--- config.mk ---
export PLATFORM = sky130hd
export DESIGN_NAME = ogcu_cfg
export DESIGN_NICKNAME = d
export VERILOG_FILES = /design/src/rtl/assert_macros.svh /design/src/rtl/ogcu_pkg.sv /design/src/rtl/ogcu_cfg.sv
export SDC_FILE = /design/constraint.sdc
export NUM_CORES = 1
export LEC_CHECK = 0
export BUFFER_PORTS_ARGS = -buffer_cell sky130_fd_sc_hd__buf_2
export CORE_MARGIN = 1.5
export CORE_UTILIZATION = 52
export DETAILED_ROUTE_END_ITERATION = 8
export GPL_TIMING_DRIVEN = 1
export PLACE_DENSITY = 0.84
export SYNTH_ARGS = -nofsm -noshare
export SYNTH_HDL_FRONTEND = slang
export SYNTH_SLANG_ARGS = --single-unit
--- constraint.sdc ---
create_clock -name i_clk -period 3.1 [get_ports i_clk]
set_input_delay 0.62 -clock i_clk [delete_from_list [all_inputs] [get_ports i_clk]]
set_output_delay 0.62 -clock i_clk [all_outputs]
set_load 0.01 [all_outputs]
--- src/rtl/assert_macros.svh ---
// ---------------------------------------------------------------------------
// Assertion macros
// Clocked property checks shared by the occupancy grid RTL.
// ---------------------------------------------------------------------------
`ifndef ASSERT_MACROS_SVH
`define ASSERT_MACROS_SVH

`ifndef ASSERT_OFF
`define ASSERT_CLK(lbl, clk, rst_n, prop) \
    lbl: assert property (@(posedge clk) disable iff (!rst_n) prop) \
        else $error("assertion failed");
`define ASSERT_NEVER(lbl, clk, rst_n, expr) \
    lbl: assert property (@(posedge clk) disable iff (!rst_n) !(expr)) \
        else $error("forbidden condition seen");
`else
`define ASSERT_CLK(lbl, clk, rst_n, prop)
`define ASSERT_NEVER(lbl, clk, rst_n, expr)
`endif

`endif

--- src/rtl/ogcu_pkg.sv ---
// ---------------------------------------------------------------------------
// ogcu_pkg
// Types, sizes and codes of the occupancy grid cell update block.
// ---------------------------------------------------------------------------
package ogcu_pkg;

    localparam int GRID_ROWS = 256;
    localparam int GRID_COLS = 256;

    localparam int IDX_W     = 8;
    localparam int IDX_SPAN  = 1 << IDX_W;
    localparam int KEPT_ROWS = (GRID_ROWS < IDX_SPAN) ? GRID_ROWS : IDX_SPAN;
    localparam int KEPT_COLS = (GRID_COLS < IDX_SPAN) ? GRID_COLS : IDX_SPAN;
    localparam int MEM_DEPTH = KEPT_ROWS * KEPT_COLS;
    localparam int ADDR_W    = $clog2(MEM_DEPTH);

    localparam int VAL_W     = 16;
    localparam int CFG_IDX_W = 2;

    typedef logic signed [VAL_W-1:0] t_q88;

    localparam logic OP_UPDATE = 1'b0;
    localparam logic OP_READ   = 1'b1;

    localparam logic [CFG_IDX_W-1:0] CFG_UPPER = 2'd0;
    localparam logic [CFG_IDX_W-1:0] CFG_LOWER = 2'd1;
    localparam logic [CFG_IDX_W-1:0] CFG_PROT  = 2'd2;

    localparam t_q88 UPPER_RST = 16'sd256;
    localparam t_q88 LOWER_RST = -16'sd256;
    localparam t_q88 PROT_RST  = 16'sh8000;

    typedef enum logic [1:0] {
        STATUS_OK    = 2'd0,
        STATUS_RANGE = 2'd1,
        STATUS_PROT  = 2'd2
    } t_status;

    typedef enum logic {
        ST_CLEAR,
        ST_RUN
    } t_init_state;

    typedef struct packed {
        t_q88 upper;
        t_q88 lower;
        t_q88 prot;
    } t_cfg;

    typedef struct packed {
        logic              we;
        logic [ADDR_W-1:0] addr;
        t_q88              data;
    } t_mem_wr;

    typedef struct packed {
        logic              re;
        logic [ADDR_W-1:0] addr;
    } t_mem_rd;

    function automatic logic [ADDR_W-1:0] cell_addr(input logic [IDX_W-1:0] row,
                                                    input logic [IDX_W-1:0] col);
        int lin;
        lin = int'(row) * KEPT_COLS + int'(col);
        return lin[ADDR_W-1:0];
    endfunction

    function automatic logic in_grid(input logic [IDX_W-1:0] row,
                                     input logic [IDX_W-1:0] col);
        logic [IDX_W:0] kr;
        logic [IDX_W:0] kc;
        kr = (IDX_W+1)'(KEPT_ROWS);
        kc = (IDX_W+1)'(KEPT_COLS);
        return ({1'b0, row} < kr) && ({1'b0, col} < kc);
    endfunction

endpackage

--- src/rtl/ogcu_cfg.sv ---
// ---------------------------------------------------------------------------
// ogcu_cfg
// Clamp and protected-value registers behind the configuration write port.
// ---------------------------------------------------------------------------
module ogcu_cfg (
    input  logic                                i_clk,
    input  logic                                i_rst_n,
    input  logic                                i_cfg_valid,
    output logic                                o_cfg_ready,
    input  logic [ogcu_pkg::CFG_IDX_W-1:0]      i_cfg_index,
    input  logic [ogcu_pkg::VAL_W-1:0]          i_cfg_data,
    output ogcu_pkg::t_cfg                      o_cfg
);
    import ogcu_pkg::*;

    t_cfg r_cfg;

    always_ff @(posedge i_clk) begin
        if (!i_rst_n) begin
            r_cfg.upper <= UPPER_RST;
            r_cfg.lower <= LOWER_RST;
            r_cfg.prot  <= PROT_RST;
        end else if (i_cfg_valid) begin
            case (i_cfg_index)
                CFG_UPPER: r_cfg.upper <= i_cfg_data;
                CFG_LOWER: r_cfg.lower <= i_cfg_data;
                CFG_PROT:  r_cfg.prot  <= i_cfg_data;
                default: begin
                end
            endcase
        end
    end

    assign o_cfg_ready = 1'b1;
    assign o_cfg       = r_cfg;

endmodule

==> results.json <==
{
  "run_status": "complete, no violations",
  "setup_slack_ns": 1.65,
  "antenna_found_initial": 0,
  "largest_reg_flops": 48,
  "die_w_um": 63.9,
  "layout.cells.non_filler": 297,
  "grt-ovfl-total": 0,
  "power.density_nw_per_um2": 522,
  "place_inst": 289,
  "startpoint_type": "input port",
  "critPathMaxFanout": 10,
  "drv_cap": 0,
  "cts_resized": 0,
  "cp_top_family": "simple AND/OR/NAND/NOR gates",
  "cts-root-buf": "clkbuf_8",
  "syn_nets": 210,
  "critPathKind": "input port to flip-flop",
  "num-nets-final": 271,
  "syn_to_final_growth_pct": 20.5,
  "avgViaCountPerCell": 5.06,
  "cp-startpoint": "i_cfg_index[1]",
  "syn-mean-instance-area_um2": 10.2,
  "htreeDepth": 2,
  "grt_max_degree": 67,
  "wirelength_um": 3890,
  "die_h_um": 63.9,
  "fin_crit_ns": 1.45,
  "drc": 0,
  "drt-wirelength-per-cell_um": 13.1,
  "synth_area_leader_cell": "dfxtp_1",
  "fin_skew_ns": 0,
  "min_period_over_period": 0.469,
  "syn_inst": 189,
  "relSlewSlack": 0.572,
  "diodes": 0,
  "yosys.cell_types.count": 17,
  "start_util": 0.560,
  "core_area_um2": 3440,
  "cts_buffers": 5,
  "cts_tree": "yes",
  "post-cts-setup-buffers": 0,
  "dr.pass1.iters": 4,
  "grt_usage": 0.202,
  "fmaxAchievable_mhz": 688,
  "critPathRequiredTime_ns": 3.31,
  "drive_above_1_share": 0.315,
  "reg2reg_from": "o_cfg[16]",
  "final_core_util": 0.674,
  "io_pins": 70,
  "crit_slowest_cell": "nand3b_1",
  "path_clk_slew_ns": 0.08,
  "dp_worst_setup_slack_ns": 1.35,
  "clock_path_buffers": 2,
  "peakVddDrop_mv": 0.303,
  "ys_ff_latch": 48,
  "detail-route-antenna-nets": 0,
  "ctsHoldBuffers": 0,
  "hp-class": "flip-flop to flip-flop",
  "grt_pass1_wl_um": 6390,
  "slowest_delay_ns": 0.55,
  "min_from": "o_cfg[37]",
  "setup-tns-final_ns": 0,
  "synthesis.area_um2": 1930,
  "dp_hpwl_um": 2710,
  "synth_top_area_frac": 0.499,
  "vias": 1502,
  "drt-initial-drc-count": 120,
  "hold_viol_final": 0,
  "numClockSinks": 48,
  "die_area_um2": 4080,
  "clk_latency_ns": 0.29,
  "crit_path_cell_trace": "buf_2, nand3b_1, mux2i_1",
  "drv_slew": 0,
  "crit_buf_inv": 1,
  "grt_pass1_vias": 1416,
  "ys_seq_area_frac": 0.499,
  "io_buffers": 68,
  "routabilityCongestion": 0.675,
  "setup_viol": 0,
  "yosys-top-cells-area": "dfxtp_1 50%, mux2i_1 22%, nand2_1 11%",
  "crit_arrival_ns": 1.67,
  "worst_slew_pin_slew_ns": 0.640,
  "leakage_nw": 1.21,
  "yosysWarnings": 0,
  "row_count": 21,
  "crit_path_end_kind": "flip-flop",
  "rsz0062_at_grt": "false"
}
## cells in the mapped netlist
cell type and instances:
nor3b_2 1, inv_1 6, buf_12 2, nor2b_1 6
nand4b_1 6, buf_2 2, dfxtp_1 48, nand2_1 54
buf_4 2, nand3b_1 1, clkbuf_1 6, buf_6 4
o211ai_1 6, nand3b_4 1, conb_1 1, mux2i_1 42
and3b_1 1
## worst paths after layout
check                           cells after the start         to  slack, ns
worst max-delay path                                3  o_cfg[16]       1.65
worst min-delay path                                2  o_cfg[37]       0.46
worst max register to register                      2  o_cfg[16]       2.44
worst min register to register                      2  o_cfg[37]       0.46
## metrics by stage
stage | cell area (um2) | hold WS [ns] | power, mW
finish | 2320 | 0.457 | 1.21
global route | 2320 | 0.480 | 1.26
CTS | 2320 | 0.460 | 1.22
detailed placement | 2210 | 0.445 | 0.788
global placement | 2210 | 0.440 | 0.784
floorplan | 1930 | 0.479 | 0.747
## cells in the final DEF (no fill, tap or decap)
cell type | synthesis | final
buf_2 | 2 | 68
nand2_1 | 54 | 54
dfxtp_1 | 48 | 48
mux2i_1 | 42 | 42
nor2b_1 | 6 | 6
inv_1 | 6 | 6
nand4b_1 | 6 | 6
o211ai_1 | 6 | 6
clkbuf_8 | 0 | 5
buf_4 | 2 | 2
nor3b_4 | 0 | 1
and3b_1 | 1 | 1
nand3b_1 | 1 | 1
nand3b_4 | 1 | 1
conb_1 | 1 | 1
bufinv_16 | 0 | 1
clkinv_2 | 0 | 1
clkbuf_1 | 6 | 1
## routing by layer
layer | share of wire | track usage
met5 | 0 | 0
met4 | 0.016 | 0.0707
met3 | 0.072 | 0.0704
met2 | 0.48 | 0.333
met1 | 0.43 | 0.243
## cell families (layout without fill, tap and decap cells)
group / after synthesis / in the layout / share of synthesized area
simple gates: 70 / 70 / 0.177
flops: 48 / 48 / 0.499
mux: 42 / 42 / 0.218
buf+inv: 22 / 84 / 0.0805
compound gates: 6 / 6 / 0.0234
other cells: 1 / 1 / 0.00195
## where the power goes
part	total [mW]	switching [mW]	internal, mW
clock network	0.439	0.200	0.239
logic	0.123	0.0703	0.0524
registers	0.650	0.0110	0.639
## worst reg2reg max path, delay by kind of cell (launching register included)
kind,cells,cell delay [ns]
flip-flops,1,0.34
multiplexers,1,0.17
AND/OR/NAND/NOR,1,0.06
## final cells by class
class                      count  area, um2
clock inverter                 2       35.0
multi-input combinational    119        817
inverter                       6       22.5
sequential                    48        961
tap                           46       57.6
clock buffer                   6       72.6
timing repair buffer          70        355
fill                         304       1120
Power figures use the tool's default switching activity.
