`src/rtl/assert_macros.svh`:
```
// ---------------------------------------------------------------------------
// Assertion macros
// Clocked property checks shared by the occupancy grid RTL.
// ---------------------------------------------------------------------------
`ifndef ASSERT_MACROS_SVH
`define ASSERT_MACROS_SVH

`ifndef ASSERT_OFF
`define ASSERT_CLK(lbl, clk, rst_n, prop) \
    lbl: assert property (@(posedge clk) disable iff (!rst_n) prop) \
        else $error("assertion failed");
`define ASSERT_NEVER(lbl, clk, rst_n, expr) \
    lbl: assert property (@(posedge clk) disable iff (!rst_n) !(expr)) \
        else $error("forbidden condition seen");
`else
`define ASSERT_CLK(lbl, clk, rst_n, prop)
`define ASSERT_NEVER(lbl, clk, rst_n, expr)
`endif

`endif

```
`src/rtl/ogcu_pkg.sv`:
```
// ---------------------------------------------------------------------------
// ogcu_pkg
// Types, sizes and codes of the occupancy grid cell update block.
// ---------------------------------------------------------------------------
package ogcu_pkg;

    localparam int GRID_ROWS = 256;
    localparam int GRID_COLS = 256;

    localparam int IDX_W     = 8;
    localparam int IDX_SPAN  = 1 << IDX_W;
    localparam int KEPT_ROWS = (GRID_ROWS < IDX_SPAN) ? GRID_ROWS : IDX_SPAN;
    localparam int KEPT_COLS = (GRID_COLS < IDX_SPAN) ? GRID_COLS : IDX_SPAN;
    localparam int MEM_DEPTH = KEPT_ROWS * KEPT_COLS;
    localparam int ADDR_W    = $clog2(MEM_DEPTH);

    localparam int VAL_W     = 16;
    localparam int CFG_IDX_W = 2;

    typedef logic signed [VAL_W-1:0] t_q88;

    localparam logic OP_UPDATE = 1'b0;
    localparam logic OP_READ   = 1'b1;

    localparam logic [CFG_IDX_W-1:0] CFG_UPPER = 2'd0;
    localparam logic [CFG_IDX_W-1:0] CFG_LOWER = 2'd1;
    localparam logic [CFG_IDX_W-1:0] CFG_PROT  = 2'd2;

    localparam t_q88 UPPER_RST = 16'sd256;
    localparam t_q88 LOWER_RST = -16'sd256;
    localparam t_q88 PROT_RST  = 16'sh8000;

    typedef enum logic [1:0] {
        STATUS_OK    = 2'd0,
        STATUS_RANGE = 2'd1,
        STATUS_PROT  = 2'd2
    } t_status;

    typedef enum logic {
        ST_CLEAR,
        ST_RUN
    } t_init_state;

    typedef struct packed {
        t_q88 upper;
        t_q88 lower;
        t_q88 prot;
    } t_cfg;

    typedef struct packed {
        logic              we;
        logic [ADDR_W-1:0] addr;
        t_q88              data;
    } t_mem_wr;

    typedef struct packed {
        logic              re;
        logic [ADDR_W-1:0] addr;
    } t_mem_rd;

    function automatic logic [ADDR_W-1:0] cell_addr(input logic [IDX_W-1:0] row,
                                                    input logic [IDX_W-1:0] col);
        int lin;
        lin = int'(row) * KEPT_COLS + int'(col);
        return lin[ADDR_W-1:0];
    endfunction

    function automatic logic in_grid(input logic [IDX_W-1:0] row,
                                     input logic [IDX_W-1:0] col);
        logic [IDX_W:0] kr;
        logic [IDX_W:0] kc;
        kr = (IDX_W+1)'(KEPT_ROWS);
        kc = (IDX_W+1)'(KEPT_COLS);
        return ({1'b0, row} < kr) && ({1'b0, col} < kc);
    endfunction

endpackage

```
`src/rtl/ogcu_init.sv`:
```
// ---------------------------------------------------------------------------
// ogcu_init
// Post-reset sweep that zeroes every grid cell, one entry per cycle.
// ---------------------------------------------------------------------------
module ogcu_init (
    input  logic              i_clk,
    input  logic              i_rst_n,
    output ogcu_pkg::t_mem_wr o_wr,
    output logic              o_run
);
    import ogcu_pkg::*;

    t_init_state       r_state;
    t_init_state       n_state;
    logic [ADDR_W-1:0] r_addr;
    logic [ADDR_W-1:0] n_addr;

    always_ff @(posedge i_clk) begin
        if (!i_rst_n) begin
            r_state <= ST_CLEAR;
            r_addr  <= '0;
        end else begin
            r_state <= n_state;
            r_addr  <= n_addr;
        end
    end

    always_comb begin
        n_state   = r_state;
        n_addr    = r_addr;
        o_wr.we   = 1'b0;
        o_wr.addr = r_addr;
        o_wr.data = '0;
        o_run     = 1'b0;
        case (r_state)
            ST_CLEAR: begin
                o_wr.we = 1'b1;
                n_addr  = r_addr + 1'b1;
                if (r_addr == ADDR_W'(MEM_DEPTH - 1)) begin
                    n_state = ST_RUN;
                end
            end
            ST_RUN: begin
                o_run = 1'b1;
            end
            default: begin
                n_state = ST_CLEAR;
            end
        endcase
    end

endmodule

```
`config.mk`:
```
export PLATFORM = sky130hd
export DESIGN_NAME = ogcu_init
export DESIGN_NICKNAME = d
export VERILOG_FILES = /design/src/rtl/assert_macros.svh /design/src/rtl/ogcu_pkg.sv /design/src/rtl/ogcu_init.sv
export SDC_FILE = /design/constraint.sdc
export NUM_CORES = 1
export LEC_CHECK = 0
export BUFFER_PORTS_ARGS = -buffer_cell sky130_fd_sc_hd__buf_2
export CAP_MARGIN = 40
export CELL_PAD_IN_SITES_DETAIL_PLACEMENT = 1
export CELL_PAD_IN_SITES_GLOBAL_PLACEMENT = 2
export CORE_ASPECT_RATIO = 1.1
export CORE_MARGIN = 2
export CORE_UTILIZATION = 23
export DETAILED_ROUTE_END_ITERATION = 6
export GPL_ROUTABILITY_DRIVEN = 0
export MAX_ROUTING_LAYER = met4
export PLACE_DENSITY = 0.81
export SLEW_MARGIN = 20
export SYNTH_ARGS = -nofsm -noshare
export SYNTH_HDL_FRONTEND = slang
export SYNTH_SLANG_ARGS = --single-unit
```
`constraint.sdc`:
```
create_clock -name i_clk -period 1.42 [get_ports i_clk]
set_input_delay 0 -clock i_clk [delete_from_list [all_inputs] [get_ports i_clk]]
set_output_delay 0 -clock i_clk [all_outputs]
set_load 0.03 [all_outputs]
```
==> impl_metrics.json <==
{
  "numClockSinks": 17,
  "synth.avg_cell_area_sq_um": 8.58,
  "synth_area_sq_um": 892,
  "hold_viol": 0,
  "yosysWarnings": 0,
  "synthFlopType": "dfxtp_1",
  "critPathMaxFanout": 4,
  "synth_area_leaders": "dfxtp_1 (38%), buf_4 (13%), nor2_1 (5.5%)",
  "setup_tns_ps": 0,
  "grt_max_degree": 17,
  "tightest_slew_ps": 518,
  "layout_common_cells": "buf_2 (19), conb_1 (16), buf_4 (15)",
  "clkLatencyLatePin_ps": 250,
  "routed_via_density": 4.35,
  "grt_pass1_wl_mm": 4.07,
  "drv_slew": 0,
  "start_kind": "flop",
  "dp_cells": 183,
  "fillCellCount": 474,
  "ctsHoldBuffers": 0,
  "cts-root-buf": "clkbuf_8",
  "drt-total-wl_mm": 2.44,
  "max_cap_viol_count": 0,
  "ys_ff_latch": 17,
  "nets": 143,
  "synthArstFlopShare": 0,
  "period_needed_ps": 1380,
  "vias": 822,
  "drc": 0,
  "die_width_um": 63.4,
  "synth.top_cell.area_share": 0.381,
  "leakage_nw": 0.519,
  "dp_hpwl_mm": 1.77,
  "grt_antenna_before_repair": 0,
  "grt_use_total": 0.121,
  "fp.dieH_um": 69.3,
  "dpl_cell_area_sq_um": 1100,
  "grt_pass1_vias": 859,
  "cts_tree": "yes",
  "drt-pass1-iter-count": 4,
  "clock-skew-final_ps": 3.48,
  "layout_commonest_cell": "buf_2",
  "synthToLayoutAreaGrowth_pct": 35.2,
  "initial_core_util": 0.242,
  "port_buffers": 19,
  "fin_area_sq_um": 1210,
  "postSynthCellCount": 104,
  "endpoint_kind": "flop",
  "setup_viol": 0,
  "design_power_total_uw": 964,
  "clk_path_buf_depth": 2,
  "core-area_sq_um": 3680,
  "cp.arrival_ps": 1570,
  "antenna_left": 0,
  "clkTransAtPathRegs_ps": 70,
  "die_area_sq_um": 4390,
  "synth_cell_type_count": 31,
  "cp.required_ps": 1610,
  "grt-ovfl-total": 0,
  "n_antenna_cell": 0,
  "final_cell_count_no_fill": 189,
  "slew_headroom": 0.654,
  "vdd_drop_max_v": 0.000255,
  "wl_per_cell_um": 12.9,
  "synth_edf_count": 0,
  "cts_buffers": 3,
  "clock.fmax_mhz": 723,
  "htree_levels": 1,
  "status": "finished, final reports clean",
  "rsz0062_at_grt": "yes",
  "drive_gt1_frac": 0.439,
  "fin_crit_sh": 0.975,
  "pin_count": 36,
  "rows": 23,
  "critPathKind": "reg2reg",
  "hold_class": "in2reg",
  "synth_top_cell_by_area": "dfxtp_1",
  "initialDrtViolationCount": 52,
  "p_per_area_nw_per_um2": 799,
  "yosysSeqAreaShare": 0.381
}
==> critical path, cell delays in order (launching register included) <==
cell and delay [ps]:
dfxtp_4 350, nand4_2 100, or2_4 250, or4_1 490
a21oi_1 120
==> repair_timing <==
action / in CTS / in global routing
endpoints found under the setup margin: 2 / 8
resized for setup: 1 / 9
pin swaps: 1 / 3
buffers inserted: 2 / 0
==> metal layers <==
layer	share of wire	vias up	track usage	routed length (um)
li1	-	394	-	-
met1	0.41	399	0.132	991
met2	0.54	24	0.214	1310
met3	0.040	5	0.0211	98
met4	0.016	0	0.0507	40
met5	0	-	-	0
==> state kept, by name (all words and copies together), names as in the netlist <==
register  flops
r_addr       16
r_state       1
==> Yosys cell counts (2+ instances only) <==
master,instances
a21oi_1,5
buf_4,16
dfxtp_1,17
inv_1,3
mux2i_1,2
nand2_1,6
nand3_1,3
nand4_1,4
nor2_1,13
nor3_1,2
nor4_1,2
o21ai_0,3
or3_1,3
xnor2_1,5
xor2_1,4
==> through the flow <==
| stage | util | worst slack, ps | hold slack [ps] |
|---|---|---|---|
| global placement | 0.300 | 24.7 | 267 |
| floorplan | - | -87.3 | 143 |
| global route | 0.327 | -16.8 | 21.1 |
| CTS | 0.318 | 2.67 | 9.10 |
| finish | 0.327 | 36.1 | 18.3 |
| detailed placement | 0.300 | 13.3 | 287 |
==> layout make-up <==
class                           instances  area, sq um  area share
Clock inverter                          1         5.00     0.00415
Sequential cell                        17          373       0.309
Clock buffer                            3         41.3      0.0342
Timing Repair Buffer                   34          208       0.172
Multi-Input combinational cell         81          505       0.419
Inverter                                3         11.3     0.00934
Tap cell                               50         62.6      0.0519
==> power breakdown <==
part	total (mW)	internal [mW]	switching [mW]
registers	0.485	0.475	0.0104
logic	0.114	0.0200	0.0938
clock network	0.365	0.195	0.170
==> logic make-up after synthesis <==
group | Yosys count | share of synthesized area
AO/OA/AOI/OAI | 11 | 0.0701
XOR/XNOR | 9 | 0.0884
adder cells (fa/ha/maj) | 1 | 0.0140
buffers and inverters | 21 | 0.164
flip-flops | 17 | 0.381
multiplexers | 2 | 0.0224
other | 1 | 0.00420
AND/OR/NAND/NOR | 42 | 0.255
==> path summary, 6_finish.rpt <==
check	startpoint	endpoint	slack, ps	cells past startpoint
worst min register to register	r_addr[15]$_SDFFE_PN0N_	r_addr[15]$_SDFFE_PN0N_	520	2
worst max-delay path	r_addr[8]$_SDFFE_PN0N_	r_addr[15]$_SDFFE_PN0N_	40	4
worst min-delay path	i_rst_n	r_addr[12]$_SDFFE_PN0N_	20	3
worst max register to register	r_addr[8]$_SDFFE_PN0N_	r_addr[15]$_SDFFE_PN0N_	40	4
Power figures use the tool's default switching activity.
