**src/rtl/assert_macros.svh**
```systemverilog
// ---------------------------------------------------------------------------
// Assertion macros
// Clocked property checks shared by the occupancy grid RTL.
// ---------------------------------------------------------------------------
`ifndef ASSERT_MACROS_SVH
`define ASSERT_MACROS_SVH

`ifndef ASSERT_OFF
`define ASSERT_CLK(lbl, clk, rst_n, prop) \
    lbl: assert property (@(posedge clk) disable iff (!rst_n) prop) \
        else $error("assertion failed");
`define ASSERT_NEVER(lbl, clk, rst_n, expr) \
    lbl: assert property (@(posedge clk) disable iff (!rst_n) !(expr)) \
        else $error("forbidden condition seen");
`else
`define ASSERT_CLK(lbl, clk, rst_n, prop)
`define ASSERT_NEVER(lbl, clk, rst_n, expr)
`endif

`endif

```
**src/rtl/ogcu_pkg.sv**
```systemverilog
// ---------------------------------------------------------------------------
// ogcu_pkg
// Types, sizes and codes of the occupancy grid cell update block.
// ---------------------------------------------------------------------------
package ogcu_pkg;

    localparam int GRID_ROWS = 256;
    localparam int GRID_COLS = 256;

    localparam int IDX_W     = 8;
    localparam int IDX_SPAN  = 1 << IDX_W;
    localparam int KEPT_ROWS = (GRID_ROWS < IDX_SPAN) ? GRID_ROWS : IDX_SPAN;
    localparam int KEPT_COLS = (GRID_COLS < IDX_SPAN) ? GRID_COLS : IDX_SPAN;
    localparam int MEM_DEPTH = KEPT_ROWS * KEPT_COLS;
    localparam int ADDR_W    = $clog2(MEM_DEPTH);

    localparam int VAL_W     = 16;
    localparam int CFG_IDX_W = 2;

    typedef logic signed [VAL_W-1:0] t_q88;

    localparam logic OP_UPDATE = 1'b0;
    localparam logic OP_READ   = 1'b1;

    localparam logic [CFG_IDX_W-1:0] CFG_UPPER = 2'd0;
    localparam logic [CFG_IDX_W-1:0] CFG_LOWER = 2'd1;
    localparam logic [CFG_IDX_W-1:0] CFG_PROT  = 2'd2;

    localparam t_q88 UPPER_RST = 16'sd256;
    localparam t_q88 LOWER_RST = -16'sd256;
    localparam t_q88 PROT_RST  = 16'sh8000;

    typedef enum logic [1:0] {
        STATUS_OK    = 2'd0,
        STATUS_RANGE = 2'd1,
        STATUS_PROT  = 2'd2
    } t_status;

    typedef enum logic {
        ST_CLEAR,
        ST_RUN
    } t_init_state;

    typedef struct packed {
        t_q88 upper;
        t_q88 lower;
        t_q88 prot;
    } t_cfg;

    typedef struct packed {
        logic              we;
        logic [ADDR_W-1:0] addr;
        t_q88              data;
    } t_mem_wr;

    typedef struct packed {
        logic              re;
        logic [ADDR_W-1:0] addr;
    } t_mem_rd;

    function automatic logic [ADDR_W-1:0] cell_addr(input logic [IDX_W-1:0] row,
                                                    input logic [IDX_W-1:0] col);
        int lin;
        lin = int'(row) * KEPT_COLS + int'(col);
        return lin[ADDR_W-1:0];
    endfunction

    function automatic logic in_grid(input logic [IDX_W-1:0] row,
                                     input logic [IDX_W-1:0] col);
        logic [IDX_W:0] kr;
        logic [IDX_W:0] kc;
        kr = (IDX_W+1)'(KEPT_ROWS);
        kc = (IDX_W+1)'(KEPT_COLS);
        return ({1'b0, row} < kr) && ({1'b0, col} < kc);
    endfunction

endpackage

```
**src/rtl/ogcu_rmw.sv**
```systemverilog
// ---------------------------------------------------------------------------
// ogcu_rmw
// Read-modify-write pipeline: read issue, clamp/write-back with forwarding
// of the last write, and the result register.
// ---------------------------------------------------------------------------
`include "assert_macros.svh"

module ogcu_rmw (
    input  logic                          i_clk,
    input  logic                          i_rst_n,
    input  ogcu_pkg::t_cfg                i_cfg,
    input  logic                          i_run,
    input  logic                          i_in_valid,
    output logic                          o_in_ready,
    input  logic                          i_operation,
    input  logic [ogcu_pkg::IDX_W-1:0]    i_row_index,
    input  logic [ogcu_pkg::IDX_W-1:0]    i_col_index,
    input  logic signed [ogcu_pkg::VAL_W-1:0] i_delta,
    output logic                          o_out_valid,
    input  logic                          i_out_ready,
    output logic signed [ogcu_pkg::VAL_W-1:0] o_cell_value,
    output logic                          o_written,
    output logic [1:0]                    o_status,
    output ogcu_pkg::t_mem_rd             o_rd,
    input  logic [ogcu_pkg::VAL_W-1:0]    i_rdata,
    output ogcu_pkg::t_mem_wr             o_wr
);
    import ogcu_pkg::*;

    // stage 1: item waiting on read data
    logic              r_s1_valid;
    logic              r_s1_op;
    logic              r_s1_in_grid;
    logic              r_s1_edge;
    logic [ADDR_W-1:0] r_s1_addr;
    t_q88              r_s1_delta;

    // last write-back, forwarded when the next item's read overlaps it
    logic              r_wb_valid;
    logic [ADDR_W-1:0] r_wb_addr;
    t_q88              r_wb_data;

    logic              r_out_valid;
    t_q88              r_out_value;
    logic              r_out_written;
    t_status           r_out_status;

    logic              in_xfer;
    logic              s1_adv;
    t_q88              old_val;
    logic signed [VAL_W:0] sum;
    t_q88              clamped;
    t_q88              res_value;
    logic              res_written;
    t_status           res_status;
    logic              upd_ok;

    assign s1_adv     = r_s1_valid && (!r_out_valid || i_out_ready);
    assign o_in_ready = i_run && (!r_s1_valid || s1_adv);
    assign in_xfer    = i_in_valid && o_in_ready;

    assign o_rd.re   = in_xfer;
    assign o_rd.addr = cell_addr(i_row_index, i_col_index);

    always_ff @(posedge i_clk) begin
        if (!i_rst_n) begin
            r_s1_valid <= 1'b0;
        end else if (in_xfer) begin
            r_s1_valid <= 1'b1;
        end else if (s1_adv) begin
            r_s1_valid <= 1'b0;
        end
    end

    always_ff @(posedge i_clk) begin
        if (in_xfer) begin
            r_s1_op      <= i_operation;
            r_s1_in_grid <= in_grid(i_row_index, i_col_index);
            r_s1_edge    <= (i_row_index == '0) || (i_col_index == '0);
            r_s1_addr    <= cell_addr(i_row_index, i_col_index);
            r_s1_delta   <= i_delta;
        end
    end

    always_comb begin
        old_val = (r_wb_valid && (r_wb_addr == r_s1_addr)) ? r_wb_data : t_q88'(i_rdata);
        sum     = $signed({old_val[VAL_W-1], old_val})
                + $signed({r_s1_delta[VAL_W-1], r_s1_delta});
        if (sum > $signed({i_cfg.upper[VAL_W-1], i_cfg.upper})) begin
            clamped = i_cfg.upper;
        end else if (sum < $signed({i_cfg.lower[VAL_W-1], i_cfg.lower})) begin
            clamped = i_cfg.lower;
        end else begin
            clamped = sum[VAL_W-1:0];
        end

        upd_ok      = 1'b0;
        res_value   = old_val;
        res_written = 1'b0;
        res_status  = STATUS_OK;
        if (!r_s1_in_grid) begin
            res_value  = '0;
            res_status = STATUS_RANGE;
        end else if (r_s1_op == OP_READ) begin
            res_status = STATUS_OK;
        end else if (r_s1_edge) begin
            res_status = STATUS_RANGE;
        end else if (old_val == i_cfg.prot) begin
            res_status = STATUS_PROT;
        end else begin
            upd_ok      = 1'b1;
            res_value   = clamped;
            res_written = (clamped != old_val);
        end
    end

    assign o_wr.we   = s1_adv && upd_ok;
    assign o_wr.addr = r_s1_addr;
    assign o_wr.data = clamped;

    always_ff @(posedge i_clk) begin
        if (!i_rst_n) begin
            r_wb_valid <= 1'b0;
        end else if (o_wr.we) begin
            r_wb_valid <= 1'b1;
        end
    end

    always_ff @(posedge i_clk) begin
        if (o_wr.we) begin
            r_wb_addr <= r_s1_addr;
            r_wb_data <= clamped;
        end
    end

    always_ff @(posedge i_clk) begin
        if (!i_rst_n) begin
            r_out_valid <= 1'b0;
        end else if (s1_adv) begin
            r_out_valid <= 1'b1;
        end else if (i_out_ready) begin
            r_out_valid <= 1'b0;
        end
    end

    always_ff @(posedge i_clk) begin
        if (s1_adv) begin
            r_out_value   <= res_value;
            r_out_written <= res_written;
            r_out_status  <= res_status;
        end
    end

    assign o_out_valid  = r_out_valid;
    assign o_cell_value = r_out_value;
    assign o_written    = r_out_written;
    assign o_status     = r_out_status;

    `ASSERT_CLK(a_written_ok, i_clk, i_rst_n, r_out_valid && r_out_written |-> r_out_status == STATUS_OK)
    `ASSERT_CLK(a_wb_tracks, i_clk, i_rst_n, o_wr.we |=> r_wb_valid && r_wb_addr == $past(r_s1_addr))
    `ASSERT_CLK(a_wr_clamped, i_clk, i_rst_n, o_wr.we |-> o_wr.data == i_cfg.upper || o_wr.data == i_cfg.lower || (o_wr.data < i_cfg.upper && o_wr.data > i_cfg.lower))

endmodule
```
**config.mk**
```make
export PLATFORM = sky130hd
export DESIGN_NAME = ogcu_rmw
export DESIGN_NICKNAME = d
export VERILOG_FILES = /design/src/rtl/ogcu_pkg.sv /design/src/rtl/ogcu_rmw.sv
export VERILOG_INCLUDE_DIRS = /design/src /design/src/rtl
export SDC_FILE = /design/constraint.sdc
export NUM_CORES = 1
export LEC_CHECK = 0
export ABC_AREA = 1
export BUFFER_PORTS_ARGS = -buffer_cell sky130_fd_sc_hd__buf_2
export CORE_UTILIZATION = 55
export DETAILED_ROUTE_END_ITERATION = 8
export PLACE_DENSITY = 0.86
export SYNTH_ARGS = -nofsm -noshare
export SYNTH_HDL_FRONTEND = slang
export SYNTH_SLANG_ARGS = --single-unit
```
**constraint.sdc**
```tcl
create_clock -name i_clk -period 7 [get_ports i_clk]
set_input_delay 1.75 -clock i_clk [delete_from_list [all_inputs] [get_ports i_clk]]
set_output_delay 1.75 -clock i_clk [all_outputs]
set_load 0.05 [all_outputs]
```
==> out/metrics.yaml <==
floorplanning:
  io_pins: 173
  die_width_um: 115
  die_y_um: 115
  start_util: 0.575
  rows: 40
  die_area_um2: 13300
  core_um2: 12300
logic_synthesis:
  synthFlopType: "edfxtp_1"
  syn_avg_cell_area_um2: 7.30
  synth_top_cell_area_share: 0.362
  yosysWarnings: 0
  yosysSeqAreaShare: 0.371
  synth_common_cells: "340 x nand2_1, 154 x inv_1, 89 x nand3_1, 85 x edfxtp_1, 55 x nor2_1"
  synth_cell_types: 40
  synthesis.instances: 965
  syn_nets: 1117
  syn_area_um2: 7050
  synth-edff-count: 85
  yosys.area.top_type: "edfxtp_1"
  yosysMostFrequentCell: "nand2_1"
  synth_area_leaders: "edfxtp_1 36%, nand2_1 18%, ha_1 8.7%"
  ys_ff_latch: 88
  async_flop_share: 0
clocking:
  cts_tree: "built"
  cts_max_path_buffers: 2
  cts_made_buffers: 9
  cts.sinks: 88
  root_buffer: "clkbuf_16"
  insertion_delay_ns: 0.36
  ctsHoldBuffers: 0
  clk_pin_slew_ns: 0.07
  htreeDepth: 3
sta:
  layout_min_cycle_time_ns: 6.90
  setup_violations: 0
  worst_slew_pin_slew_ns: 0.528
  hold_violations: 0
  fmax_mhz: 145
  finClkSkew_ns: 0.0184
  fin_ws_ns: 0.0987
  fin_crit_sh: 0.986
  slew_headroom: 0.645
  maxSlewViolCount: 0
  fin_hold_ws_ns: 0.477
layout:
  layout.cells.non_filler: 1384
  design_area_um2: 9430
  multi_input_area_um2: 3980
  num-nets-final: 1362
  final_core_util: 0.769
  drive_gt1_frac: 0.316
  fillers: 844
  seq_area_um2: 2610
  area_delta_synth_final_pct: 33.8
run_status:
  status: "complete, no violations"
pwr:
  pwr-share-seq: 0.282
  power_leakage_nw: 4.91
  p_int_w: 0.00132
  peakVddDrop_uv: 210
  p_per_area_nw_per_um2: 233
  p_switching_w: 0.000873
  pwr-share-clk: 0.248
  combinationalPowerShare: 0.470
  switching_share: 0.398
setup_path:
  startpoint_type: "flop"
  crit_path_top_delay_cell: "edfxtp_1"
  crit_top_cell: "nand2_1"
  cp_slowest_stage_delay_ns: 0.41
  path_class: "reg2out"
  worst_r2r_path_depth: 40
  arrival_ns: 5.15
  cp_max_fo: 13
  end_kind: "primary output"
  critical_path_required_ns: 5.25
global_route:
  grt_max_degree: 37
  overflow: 0
  track_usage: 0.348
  grt_pass1_wl_um: 34000
  antenna_found_initial: 1
  grt_pass1_vias: 6831
routing:
  avgRoutedWirePerCell_um: 17.4
  antenna_left: 0
  firstDrtPassIters: 8
  vias_per_cell: 5.60
  drt-total-wl_um: 24100
  drtIter0Drc: 877
  route.detailed.drc: 0
  num_vias: 7748
hold_path:
  whs_path_depth: 0
  hp-class: "reg2reg"
placement:
  dpl_cell_area_um2: 8450
  dp_hpwl_um: 17600
  place_ws_ns: -0.0959
  gp_congestion: 1.03
  port_buffers: 172
  dp.cells: 1343
run:
  maxCapViolations: 0
routing by layer:
metal	up-vias	GRT usage	wire length, um
li1	3610	-	-
met1	3438	0.428	9140
met2	569	0.563	11100
met3	131	0.0622	2310
met4	0	0.232	1550
met5	-	0	0
power groups by stage:
stage,combinational (W),clock (W),sequential (W)
2_1_floorplan,0.000540,0,0.000652
3_3_place_gp,0.000879,0,0.000627
3_5_place_dp,0.000891,0,0.000627
4_1_cts,0.000936,0.000541,0.000616
5_1_grt,0.00110,0.000561,0.000619
6_report,0.00103,0.000544,0.000618
worst max-delay path, delay by kind of cell, from the launching register on:
family	cells	cell delay, ns
simple gates	13	1.78
compound gates	5	0.80
fa+ha+maj	2	0.55
flops	1	0.41
xor+xnor	1	0.15
buf+inv	9	1.10
what timing repair did:
item / CTS / global route
setup endpoints to repair: 15 / 16
buffers inserted: 0 / 22
gates resized for setup: 19 / 86
gates cloned: 1 / 1
pin swaps: 1 / 11
worst paths after layout:
| path | slack, ns | startpoint | endpoint |
|---|---|---|---|
| worst max-delay path | 0.1 | r_s1_addr[1] | o_wr[0] |
| worst min-delay path | 0.48 | r_s1_addr[6] | r_wb_addr[6] |
| worst max register to register | 1.58 | r_s1_addr[1] | o_written |
| worst min register to register | 0.48 | r_s1_addr[6] | r_wb_addr[6] |
placed cells by master, fill, tap and decap left out, drive strengths merged, types with 3 or more instances in the layout:
master and n:
ha 49, nand2 358, a21oi 27, nor3 5, clkbuf 13, nor4 4
edfxtp 85, xnor2 4, dfxtp 3, a21o 3, o21ai 33, nand3 93
buf 264, nand4 30, nor2 60, or2 5, xor2 9, nand3b 4
inv 155
final cells by class:
cell class | count | share of cell area
multi-input cells | 692 | 0.422
flip-flops and latches | 88 | 0.277
repair buffers | 265 | 0.183
inverters | 154 | 0.0613
clock buffers | 12 | 0.0261
well taps | 168 | 0.0223
clock inverters | 4 | 0.00836
diodes | 1 | 0.000265
registers in the layout, summed over array words and instances, names as in the netlist, 2 cells and up:
name	count
r_wb_addr	16
r_wb_data	16
o_status	2
o_cell_value	16
r_s1_addr	16
r_s1_delta	16
metrics by stage:
| step | setup TNS (ns) | total power, W |
|---|---|---|
| after floorplan | 0 | 0.00119 |
| after global placement | -0.00617 | 0.00151 |
| after detailed placement | -0.619 | 0.00152 |
| after CTS | -0.00748 | 0.00209 |
| after global routing | -1.73 | 0.00228 |
| final | 0 | 0.00219 |
logic make-up (layout without fill, tap and decap cells):
group,count (synthesis),after routing,share of synthesized area
AO/OA/AOI/OAI,68,68,0.0575
XOR/XNOR,13,13,0.0162
adder cells (fa/ha/maj),50,50,0.0898
buffers and inverters,186,435,0.117
flip-flops,88,88,0.371
other,0,1,0
AND/OR/NAND/NOR,560,561,0.349
No activity file was read; power rests on OpenSTA's default activity.
